===== src/rtl/epcal_pkg.sv =====
// Shared constants and the month table for the epoch-seconds to calendar-date converter.
// Depends on nothing; the converter in epoch_seconds_to_calendar_date.sv uses it.
package epcal_pkg;

    // Field widths of the ports.
    localparam int EPOCH_W = 32;
    localparam int YEAR_W  = 12;
    localparam int MONTH_W = 4;
    localparam int MDAY_W  = 5;
    localparam int YDAY_W  = 9;
    localparam int HOUR_W  = 5;
    localparam int MIN_W   = 6;
    localparam int SEC_W   = 6;

    // First second past the supported span: 2100-01-01 00:00:00.
    localparam logic [EPOCH_W-1:0] LIMIT_SECONDS = 32'd4102444800;

    // Seconds per day split into a power of two and an odd part.
    localparam int DAY_SHIFT   = 7;
    localparam int DAY_ODD     = 675;
    localparam int SECS_PER_DAY = 86400;
    localparam int DAYS_W      = 16;
    localparam int SOD_W       = 17;

    // Counting from 1968-01-01, the start of a leap-first four-year cycle.
    localparam int DAYS_1968_TO_1970 = 731;
    localparam int DAYS_PER_QUAD     = 1461;
    localparam int DAYS_PER_YEAR     = 365;
    localparam int QUAD_BASE_YEAR    = 1968;
    localparam int QUAD_W            = 6;
    localparam int QREM_W            = 11;
    localparam int MINS_W            = 11;

    // Reciprocals, rounded up, that give exact quotients over each input range.
    localparam int DAY_K = 35;
    localparam logic [25:0] DAY_RECIP =
        26'(((64'd1 << DAY_K) + 64'(DAY_ODD) - 64'd1) / 64'(DAY_ODD));
    localparam int QUAD_K = 27;
    localparam logic [16:0] QUAD_RECIP =
        17'(((64'd1 << QUAD_K) + 64'(DAYS_PER_QUAD) - 64'd1) / 64'(DAYS_PER_QUAD));
    localparam int MIN_K = 23;
    localparam logic [17:0] MIN_RECIP =
        18'(((64'd1 << MIN_K) + 64'd59) / 64'd60);
    localparam int HOUR_K = 17;
    localparam logic [11:0] HOUR_RECIP =
        12'(((64'd1 << HOUR_K) + 64'd59) / 64'd60);

    // Zero-based day of year on which a month starts, with the leap day added
    // from March onward.
    function automatic logic [YDAY_W-1:0] month_start(input logic [MONTH_W-1:0] m,
                                                      input logic leap);
        logic [YDAY_W-1:0] base;
        begin
            case (m)
                4'd0:    base = 9'd0;
                4'd1:    base = 9'd31;
                4'd2:    base = 9'd59;
                4'd3:    base = 9'd90;
                4'd4:    base = 9'd120;
                4'd5:    base = 9'd151;
                4'd6:    base = 9'd181;
                4'd7:    base = 9'd212;
                4'd8:    base = 9'd243;
                4'd9:    base = 9'd273;
                4'd10:   base = 9'd304;
                4'd11:   base = 9'd334;
                default: base = 9'd0;
            endcase
            if (m >= 4'd2)
            begin
                base = base + YDAY_W'(leap);
            end
            return base;
        end
    endfunction

endpackage


===== src/rtl/epoch_seconds_to_calendar_date.sv =====
// Pipelined converter from seconds since 1970-01-01 to calendar date and time of day.
// Depends on epcal_pkg (rtl/epcal_pkg.sv) for constants and the month table.
//
// Usage:
// A beat is offered by raising start with epoch_seconds; busy is always low, so
// every cycle with start high takes one beat. The converter is a seven-stage
// pipeline and takes a new beat every cycle. Once a beat has passed the stage
// registers in order, done is high for exactly one cycle together with year, month,
// day_of_month, day_of_year, hour, minute, second and out_of_range; the result
// is taken while done is high. Beats leave in the order they arrived, one per beat.
// The stages are set by the constant-divisor steps: the divide by seconds per day
// (a reciprocal multiply), its back-multiply, the remainder, the split into
// four-year cycles and minutes, their remainders with the hour, the split into
// years and minutes, and the month search that also forms the output register.
// A timestamp at or past 2100-01-01 00:00:00 gives out_of_range high and zeros in
// every date and time field.
// Reset clears only the valid bits of the stages, so done stays low until a beat
// has passed through. The receiver cannot stall; it must take each result in the
// cycle that done marks.
module epoch_seconds_to_calendar_date (
    input  logic                               clk,
    input  logic                               rst_n,
    input  logic                               start,
    output logic                               busy,
    input  logic [epcal_pkg::EPOCH_W-1:0]      epoch_seconds,
    output logic                               done,
    output logic [epcal_pkg::YEAR_W-1:0]       year,
    output logic [epcal_pkg::MONTH_W-1:0]      month,
    output logic [epcal_pkg::MDAY_W-1:0]       day_of_month,
    output logic [epcal_pkg::YDAY_W-1:0]       day_of_year,
    output logic [epcal_pkg::HOUR_W-1:0]       hour,
    output logic [epcal_pkg::MIN_W-1:0]        minute,
    output logic [epcal_pkg::SEC_W-1:0]        second,
    output logic                               out_of_range
);

    localparam int NSTG = 7;

    // Valid and range flags travel with the data through every stage.
    logic [NSTG-1:0] vld_reg;
    logic [NSTG-2:0] oor_reg;

    // Stage 1: day count by reciprocal multiply.
    logic [epcal_pkg::EPOCH_W-1:0] t1_reg;
    logic [epcal_pkg::DAYS_W-1:0]  dq1_reg;
    logic [epcal_pkg::DAYS_W-1:0]  dq1_next;
    logic [50:0]                   dprod1;

    // Stage 2: days multiplied back to seconds.
    logic [epcal_pkg::EPOCH_W-1:0] t2_reg;
    logic [epcal_pkg::EPOCH_W-1:0] back2_reg;
    logic [epcal_pkg::DAYS_W-1:0]  dq2_reg;

    // Stage 3: second of day and day count from 1968.
    logic [epcal_pkg::DAYS_W-1:0]  days3_reg;
    logic [epcal_pkg::SOD_W-1:0]   sod3_reg;
    logic [epcal_pkg::EPOCH_W-1:0] diff3;

    // Stage 4: four-year cycle number and minute of day.
    logic [epcal_pkg::DAYS_W-1:0]  days4_reg;
    logic [epcal_pkg::SOD_W-1:0]   sod4_reg;
    logic [epcal_pkg::QUAD_W-1:0]  quad4_reg;
    logic [epcal_pkg::MINS_W-1:0]  mins4_reg;
    logic [32:0]                   qprod4;
    logic [34:0]                   mprod4;

    // Stage 5: day within the cycle, second, hour.
    logic [epcal_pkg::QUAD_W-1:0]  quad5_reg;
    logic [epcal_pkg::QREM_W-1:0]  qrem5_reg;
    logic [epcal_pkg::SEC_W-1:0]   sec5_reg;
    logic [epcal_pkg::MINS_W-1:0]  mins5_reg;
    logic [epcal_pkg::HOUR_W-1:0]  hour5_reg;
    logic [epcal_pkg::DAYS_W-1:0]  qback5;
    logic [epcal_pkg::SOD_W-1:0]   sback5;
    logic [22:0]                   hprod5;

    // Stage 6: year, zero-based day of year, minute.
    logic [epcal_pkg::YEAR_W-1:0]  year6_reg;
    logic [epcal_pkg::YDAY_W-1:0]  doy6_reg;
    logic                          leap6_reg;
    logic [epcal_pkg::HOUR_W-1:0]  hour6_reg;
    logic [epcal_pkg::MIN_W-1:0]   min6_reg;
    logic [epcal_pkg::SEC_W-1:0]   sec6_reg;
    logic [epcal_pkg::YEAR_W-1:0]  year6_next;
    logic [epcal_pkg::YDAY_W-1:0]  doy6_next;
    logic                          leap6_next;
    logic [epcal_pkg::QREM_W-1:0]  r6;
    logic [epcal_pkg::MINS_W-1:0]  hback6;

    // Stage 7: month search and the output register.
    logic [epcal_pkg::YEAR_W-1:0]  year_reg;
    logic [epcal_pkg::MONTH_W-1:0] month_reg;
    logic [epcal_pkg::MDAY_W-1:0]  mday_reg;
    logic [epcal_pkg::YDAY_W-1:0]  yday_reg;
    logic [epcal_pkg::HOUR_W-1:0]  hour_reg;
    logic [epcal_pkg::MIN_W-1:0]   min_reg;
    logic [epcal_pkg::SEC_W-1:0]   sec_reg;
    logic [epcal_pkg::MONTH_W-1:0] mon7_next;
    logic [epcal_pkg::YDAY_W-1:0]  mstart7;
    logic [epcal_pkg::YDAY_W-1:0]  mday7;

    logic accept;

    assign busy   = 1'b0;
    assign accept = start & ~busy;

    // Valid bits and range flags.
    always_ff @(posedge clk or negedge rst_n)
    begin
        if (!rst_n)
        begin
            vld_reg <= '0;
        end
        else
        begin
            vld_reg <= {vld_reg[NSTG-2:0], accept};
        end
    end

    always_ff @(posedge clk)
    begin
        oor_reg <= {oor_reg[NSTG-3:0], (epoch_seconds >= epcal_pkg::LIMIT_SECONDS)};
    end

    // Stage 1: the divide by 86400 is a shift by 7 and an exact reciprocal
    // multiply for the odd factor 675.
    assign dprod1   = 51'(epoch_seconds[epcal_pkg::EPOCH_W-1:epcal_pkg::DAY_SHIFT])
                    * 51'(epcal_pkg::DAY_RECIP);
    assign dq1_next = dprod1[epcal_pkg::DAY_K +: epcal_pkg::DAYS_W];

    always_ff @(posedge clk)
    begin
        t1_reg  <= epoch_seconds;
        dq1_reg <= dq1_next;
    end

    // Stage 2.
    always_ff @(posedge clk)
    begin
        t2_reg    <= t1_reg;
        dq2_reg   <= dq1_reg;
        back2_reg <= epcal_pkg::EPOCH_W'(dq1_reg) * epcal_pkg::EPOCH_W'(epcal_pkg::SECS_PER_DAY);
    end

    // Stage 3: the quotient is exact, so the remainder is below one day.
    assign diff3 = t2_reg - back2_reg;

    always_ff @(posedge clk)
    begin
        sod3_reg  <= diff3[epcal_pkg::SOD_W-1:0];
        days3_reg <= dq2_reg + epcal_pkg::DAYS_W'(epcal_pkg::DAYS_1968_TO_1970);
    end

    // Stage 4: reciprocal multiplies for the four-year cycle and the minute of day.
    assign qprod4 = 33'(days3_reg) * 33'(epcal_pkg::QUAD_RECIP);
    assign mprod4 = 35'(sod3_reg) * 35'(epcal_pkg::MIN_RECIP);

    always_ff @(posedge clk)
    begin
        days4_reg <= days3_reg;
        sod4_reg  <= sod3_reg;
        quad4_reg <= qprod4[epcal_pkg::QUAD_K +: epcal_pkg::QUAD_W];
        mins4_reg <= mprod4[epcal_pkg::MIN_K +: epcal_pkg::MINS_W];
    end

    // Stage 5: remainders of those divides and the hour.
    assign qback5 = epcal_pkg::DAYS_W'(quad4_reg) * epcal_pkg::DAYS_W'(epcal_pkg::DAYS_PER_QUAD);
    assign sback5 = epcal_pkg::SOD_W'(mins4_reg) * epcal_pkg::SOD_W'(60);
    assign hprod5 = 23'(mins4_reg) * 23'(epcal_pkg::HOUR_RECIP);

    always_ff @(posedge clk)
    begin
        quad5_reg <= quad4_reg;
        mins5_reg <= mins4_reg;
        qrem5_reg <= epcal_pkg::QREM_W'(days4_reg - qback5);
        sec5_reg  <= epcal_pkg::SEC_W'(sod4_reg - sback5);
        hour5_reg <= hprod5[epcal_pkg::HOUR_K +: epcal_pkg::HOUR_W];
    end

    // Stage 6: the first year of each cycle is the leap year with 366 days,
    // the three after it have 365.
    assign r6     = qrem5_reg - epcal_pkg::QREM_W'(epcal_pkg::DAYS_PER_YEAR + 1);
    assign hback6 = epcal_pkg::MINS_W'(hour5_reg) * epcal_pkg::MINS_W'(60);

    always_comb
    begin
        year6_next = epcal_pkg::YEAR_W'(epcal_pkg::QUAD_BASE_YEAR)
                   + epcal_pkg::YEAR_W'({quad5_reg, 2'b00});
        doy6_next  = epcal_pkg::YDAY_W'(qrem5_reg);
        leap6_next = 1'b1;
        if (qrem5_reg >= epcal_pkg::QREM_W'(epcal_pkg::DAYS_PER_YEAR + 1))
        begin
            leap6_next = 1'b0;
            if (r6 < epcal_pkg::QREM_W'(epcal_pkg::DAYS_PER_YEAR))
            begin
                year6_next = year6_next + 12'd1;
                doy6_next  = epcal_pkg::YDAY_W'(r6);
            end
            else if (r6 < epcal_pkg::QREM_W'(2 * epcal_pkg::DAYS_PER_YEAR))
            begin
                year6_next = year6_next + 12'd2;
                doy6_next  = epcal_pkg::YDAY_W'(r6 - epcal_pkg::QREM_W'(epcal_pkg::DAYS_PER_YEAR));
            end
            else
            begin
                year6_next = year6_next + 12'd3;
                doy6_next  = epcal_pkg::YDAY_W'(r6
                           - epcal_pkg::QREM_W'(2 * epcal_pkg::DAYS_PER_YEAR));
            end
        end
    end

    always_ff @(posedge clk)
    begin
        year6_reg <= year6_next;
        doy6_reg  <= doy6_next;
        leap6_reg <= leap6_next;
        hour6_reg <= hour5_reg;
        min6_reg  <= epcal_pkg::MIN_W'(mins5_reg - hback6);
        sec6_reg  <= sec5_reg;
    end

    // Stage 7: eleven parallel compares against the month starts; the last one
    // passed names the month.
    always_comb
    begin
        mon7_next = '0;
        for (int m = 1; m < 12; m++)
        begin
            if (doy6_reg >= epcal_pkg::month_start(epcal_pkg::MONTH_W'(m), leap6_reg))
            begin
                mon7_next = epcal_pkg::MONTH_W'(m);
            end
        end
        mstart7 = epcal_pkg::month_start(mon7_next, leap6_reg);
        mday7   = doy6_reg - mstart7 + 9'd1;
    end

    always_ff @(posedge clk)
    begin
        if (oor_reg[NSTG-2])
        begin
            year_reg  <= '0;
            month_reg <= '0;
            mday_reg  <= '0;
            yday_reg  <= '0;
            hour_reg  <= '0;
            min_reg   <= '0;
            sec_reg   <= '0;
        end
        else
        begin
            year_reg  <= year6_reg;
            month_reg <= mon7_next + 4'd1;
            mday_reg  <= mday7[epcal_pkg::MDAY_W-1:0];
            yday_reg  <= doy6_reg + 9'd1;
            hour_reg  <= hour6_reg;
            min_reg   <= min6_reg;
            sec_reg   <= sec6_reg;
        end
        out_of_range <= oor_reg[NSTG-2];
    end

    assign done         = vld_reg[NSTG-1];
    assign year         = year_reg;
    assign month        = month_reg;
    assign day_of_month = mday_reg;
    assign day_of_year  = yday_reg;
    assign hour         = hour_reg;
    assign minute       = min_reg;
    assign second       = sec_reg;

endmodule

===== config.mk =====
export PLATFORM = sky130hd
export DESIGN_NAME = epoch_seconds_to_calendar_date
export DESIGN_NICKNAME = d
export VERILOG_FILES = /design/src/rtl/epcal_pkg.sv /design/src/rtl/epoch_seconds_to_calendar_date.sv
export SDC_FILE = /design/constraint.sdc
export NUM_CORES = 2
export LEC_CHECK = 0
export BUFFER_PORTS_ARGS = -buffer_cell sky130_fd_sc_hd__buf_4
export CORE_MARGIN = 3
export CORE_UTILIZATION = 32
export DETAILED_ROUTE_END_ITERATION = 8
export GPL_ROUTABILITY_DRIVEN = 0
export PLACE_DENSITY = 0.59
export SLEW_MARGIN = 40
export SYNTH_ARGS = -nofsm -noshare
export SYNTH_HDL_FRONTEND = slang
export SYNTH_SLANG_ARGS = --single-unit

===== constraint.sdc =====
create_clock -name clk -period 8.4 [get_ports clk]
set_clock_uncertainty 0.2 [all_clocks]
set_input_delay 1.68 -clock clk [delete_from_list [all_inputs] [get_ports clk]]
set_output_delay 1.68 -clock clk [all_outputs]
set_load 0.02 [all_outputs]

==> impl_metrics.tcl <==
set metrics [dict create \
    dp_hpwl_um 49400 \
    synthAdderAreaFrac_pct 53.9 \
    avgSynthCellArea_um2 10.4 \
    worstMarginPinSlew_ps 646 \
    synth_top_family_by_area "adder cells" \
    tns_ps 0 \
    clock.fmax_mhz 138 \
    setup_violations 0 \
    crit_arrival_ps 7490 \
    ys_seq_area_share_pct 19.4 \
    highest_layer "met4" \
    synth_xor_area_share_pct 3.78 \
    io_buffer_count 83 \
    wl_met3_um 2050 \
    start_kind "primary input" \
    synth_compound_area_share_pct 7.38 \
    cap_violations 0 \
    clk_path_buf_depth 3 \
    drt-initial-drc-count 586 \
    synthesis.nets 3812 \
    layout_worst_path_cycle_share_pct 86.5 \
    nets 3903 \
    cp-end-kind "flip-flop" \
    wl_met2_um 26200 \
    die_area_mm2 0.0928 \
    rsz0062_at_grt "no" \
    cp.required_ps 8630 \
    synthDistinctLibCells 90 \
    synth_mux_area_share_pct 0.289 \
    yosys_warnings 0 \
    antenna_found_initial 0 \
    postCtsResizedCells 0 \
    nFillCells 8820 \
    core_mm2 0.0876 \
    drive_above_1_share_pct 6.16 \
    critPathKind "primary input to flip-flop" \
    hold_viol 0 \
    grt_usage_pct 12.6 \
    grt_pass1_wl_um 96700 \
    routed_wl_um 57000 \
    drc 0 \
    insertion_delay_ps 570 \
    fp.dieH_um 305 \
    cts_tree "done" \
    wl_per_cell_um 14.2 \
    synth_ff_type "dfxtp_1" \
    cts_max_level 1 \
    ant_nets 0 \
    grt_pass1_vias 18700 \
    synth.top_cell.area_share_pct 29.5 \
    slew_violations 0 \
    clk_pin_slew_ps 60 \
    clock-root-buffer "clkbuf_16" \
    status "complete, no violations" \
    syn_area_mm2 0.0285 \
    met1_length_um 27700 \
    synth-simple-area-share_pct 5.87 \
    dr.pass1.iters 6 \
    syn_inst 2756 \
    ys_async_sr_fraction_pct 2.55 \
    initial_core_util_pct 32.6 \
    synthTopCellsByArea "ha_1, fa_1, dfxtp_1" \
    vias 17900 \
    post_cts_buffers 0 \
    antenna_cells 0 \
    cp_max_fo 8 \
    die_w_um 305 \
    slew_headroom_pct 56.5 \
    core.rowCount 108 \
    clock_sinks 274 \
    ys_seq_elements 274 \
    ctsHoldBuffers 0 \
    synth_largest_area_cell "ha_1" \
    syn_to_final_growth_pct 10.5 \
    grt_max_degree 48 \
    numCtsBuffers 31 \
    via_per_inst 4.44 \
    timing.final.crit_period_ps 7260 \
    io_pins 85 \
    globalRouteOverflowTotal 0 \
    min_path_type "flip-flop to flip-flop" \
    synth_edf_count 0 \
]
-- cells in the mapped netlist, drive strengths merged (12+ instances only) --
cell type,number
o21bai,12
fa,348
xor2,40
buf,14
a21boi,12
xnor2,83
o21ai,66
ha,673
dfxtp,267
a21oi,75
nand3,30
inv,672
nor3,28
and3,14
nand4,12
clkbuf,13
nor2,84
a21o,47
nor2b,41
nand2,62
-- worst max-delay path, stage by stage --
cell and delay, ps:
buf_4 160, fa_1 490, ha_1 290, inv_1 50, fa_1 520, inv_1 50
fa_1 530, inv_1 60, fa_1 500, fa_1 540, inv_1 50, fa_1 470
ha_1 330, nand3_1 120, nor3_1 300, nand4_1 170, a21oi_1 340, o21ai_4 140
o211ai_4 320, o21a_1 250, o211ai_1 120
-- per-stage QoR --
| stage | std cells | hold slack, ps | util, % | cell area, um2 | setup WS (ps) |
|---|---|---|---|---|---|
| after floorplan | 2756 | 110 | - | 28500 | 1020 |
| after global placement | 3969 | 111 | 34.8 | 30500 | 623 |
| after detailed placement | 3969 | 112 | 34.8 | 30500 | 553 |
| after CTS | 4027 | 124 | 36.0 | 31500 | 1160 |
| after global routing | 4027 | 126 | 36.0 | 31500 | 835 |
| final | 4027 | 123 | 36.0 | 31500 | 1140 |
-- layout by cell type (no fill, tap or decap), types with 7 or more instances in the layout --
cell type	count
or3_1	8
o21a_1	10
a21o_1	47
inv_1	672
nor2_1	84
nand2b_1	8
xnor2_1	83
nand4_1	12
nand3_1	30
fa_1	348
a211oi_1	10
xor2_1	40
nor2b_1	41
ha_1	673
dfrtp_1	7
buf_4	85
o21ai_0	61
o21bai_1	12
nor3_1	28
clkbuf_16	31
dfxtp_1	266
nor3b_1	8
o211ai_1	9
a21oi_1	72
nand2_1	60
and3_1	14
a21boi_0	11
clkinv_2	9
-- worst paths after layout --
check                                       from                    to  slack (ps)  depth (start not counted)
min in group asynchronous                  rst_n  vld_reg[6]$_DFF_PN0_         720                          1
max in group asynchronous                  rst_n  vld_reg[4]$_DFF_PN0_        7160                          1
max reg2reg                days3_reg[10]$_DFF_P_  quad4_reg[5]$_DFF_P_        2310                         18
min                          sod4_reg[0]$_DFF_P_   sec5_reg[0]$_DFF_P_         120                          0
min reg2reg                  sod4_reg[0]$_DFF_P_   sec5_reg[0]$_DFF_P_         120                          0
max                            epoch_seconds[26]   dq1_reg[15]$_DFF_P_        1140                         21
-- layer usage --
layer	global-route usage, %	vias to the layer above
li1	-	9046
met1	17.7	8515
met2	20.9	258
met3	1.37	56
met4	2.54	0
met5	0	-
-- logic make-up after synthesis --
family | after synthesis
other cells | 1
flops | 274
simple gates | 326
buf+inv | 699
xor+xnor | 123
fa+ha+maj | 1021
mux | 8
compound gates | 304
-- layout make-up --
type                    count  area [um2]  area share, %
clock buffers              38         852           2.70
clock inverters            20         224          0.710
inverters                 672        2520           8.00
multi-input cells        1783       20300           64.5
flip-flops and latches    274        5520           17.5
well taps                1155        1450           4.58
repair buffers             85         638           2.02
Power is left out: the tool's default activity adds up to more than one toggle a clock period on the data nets, which glitch-free logic cannot reach.
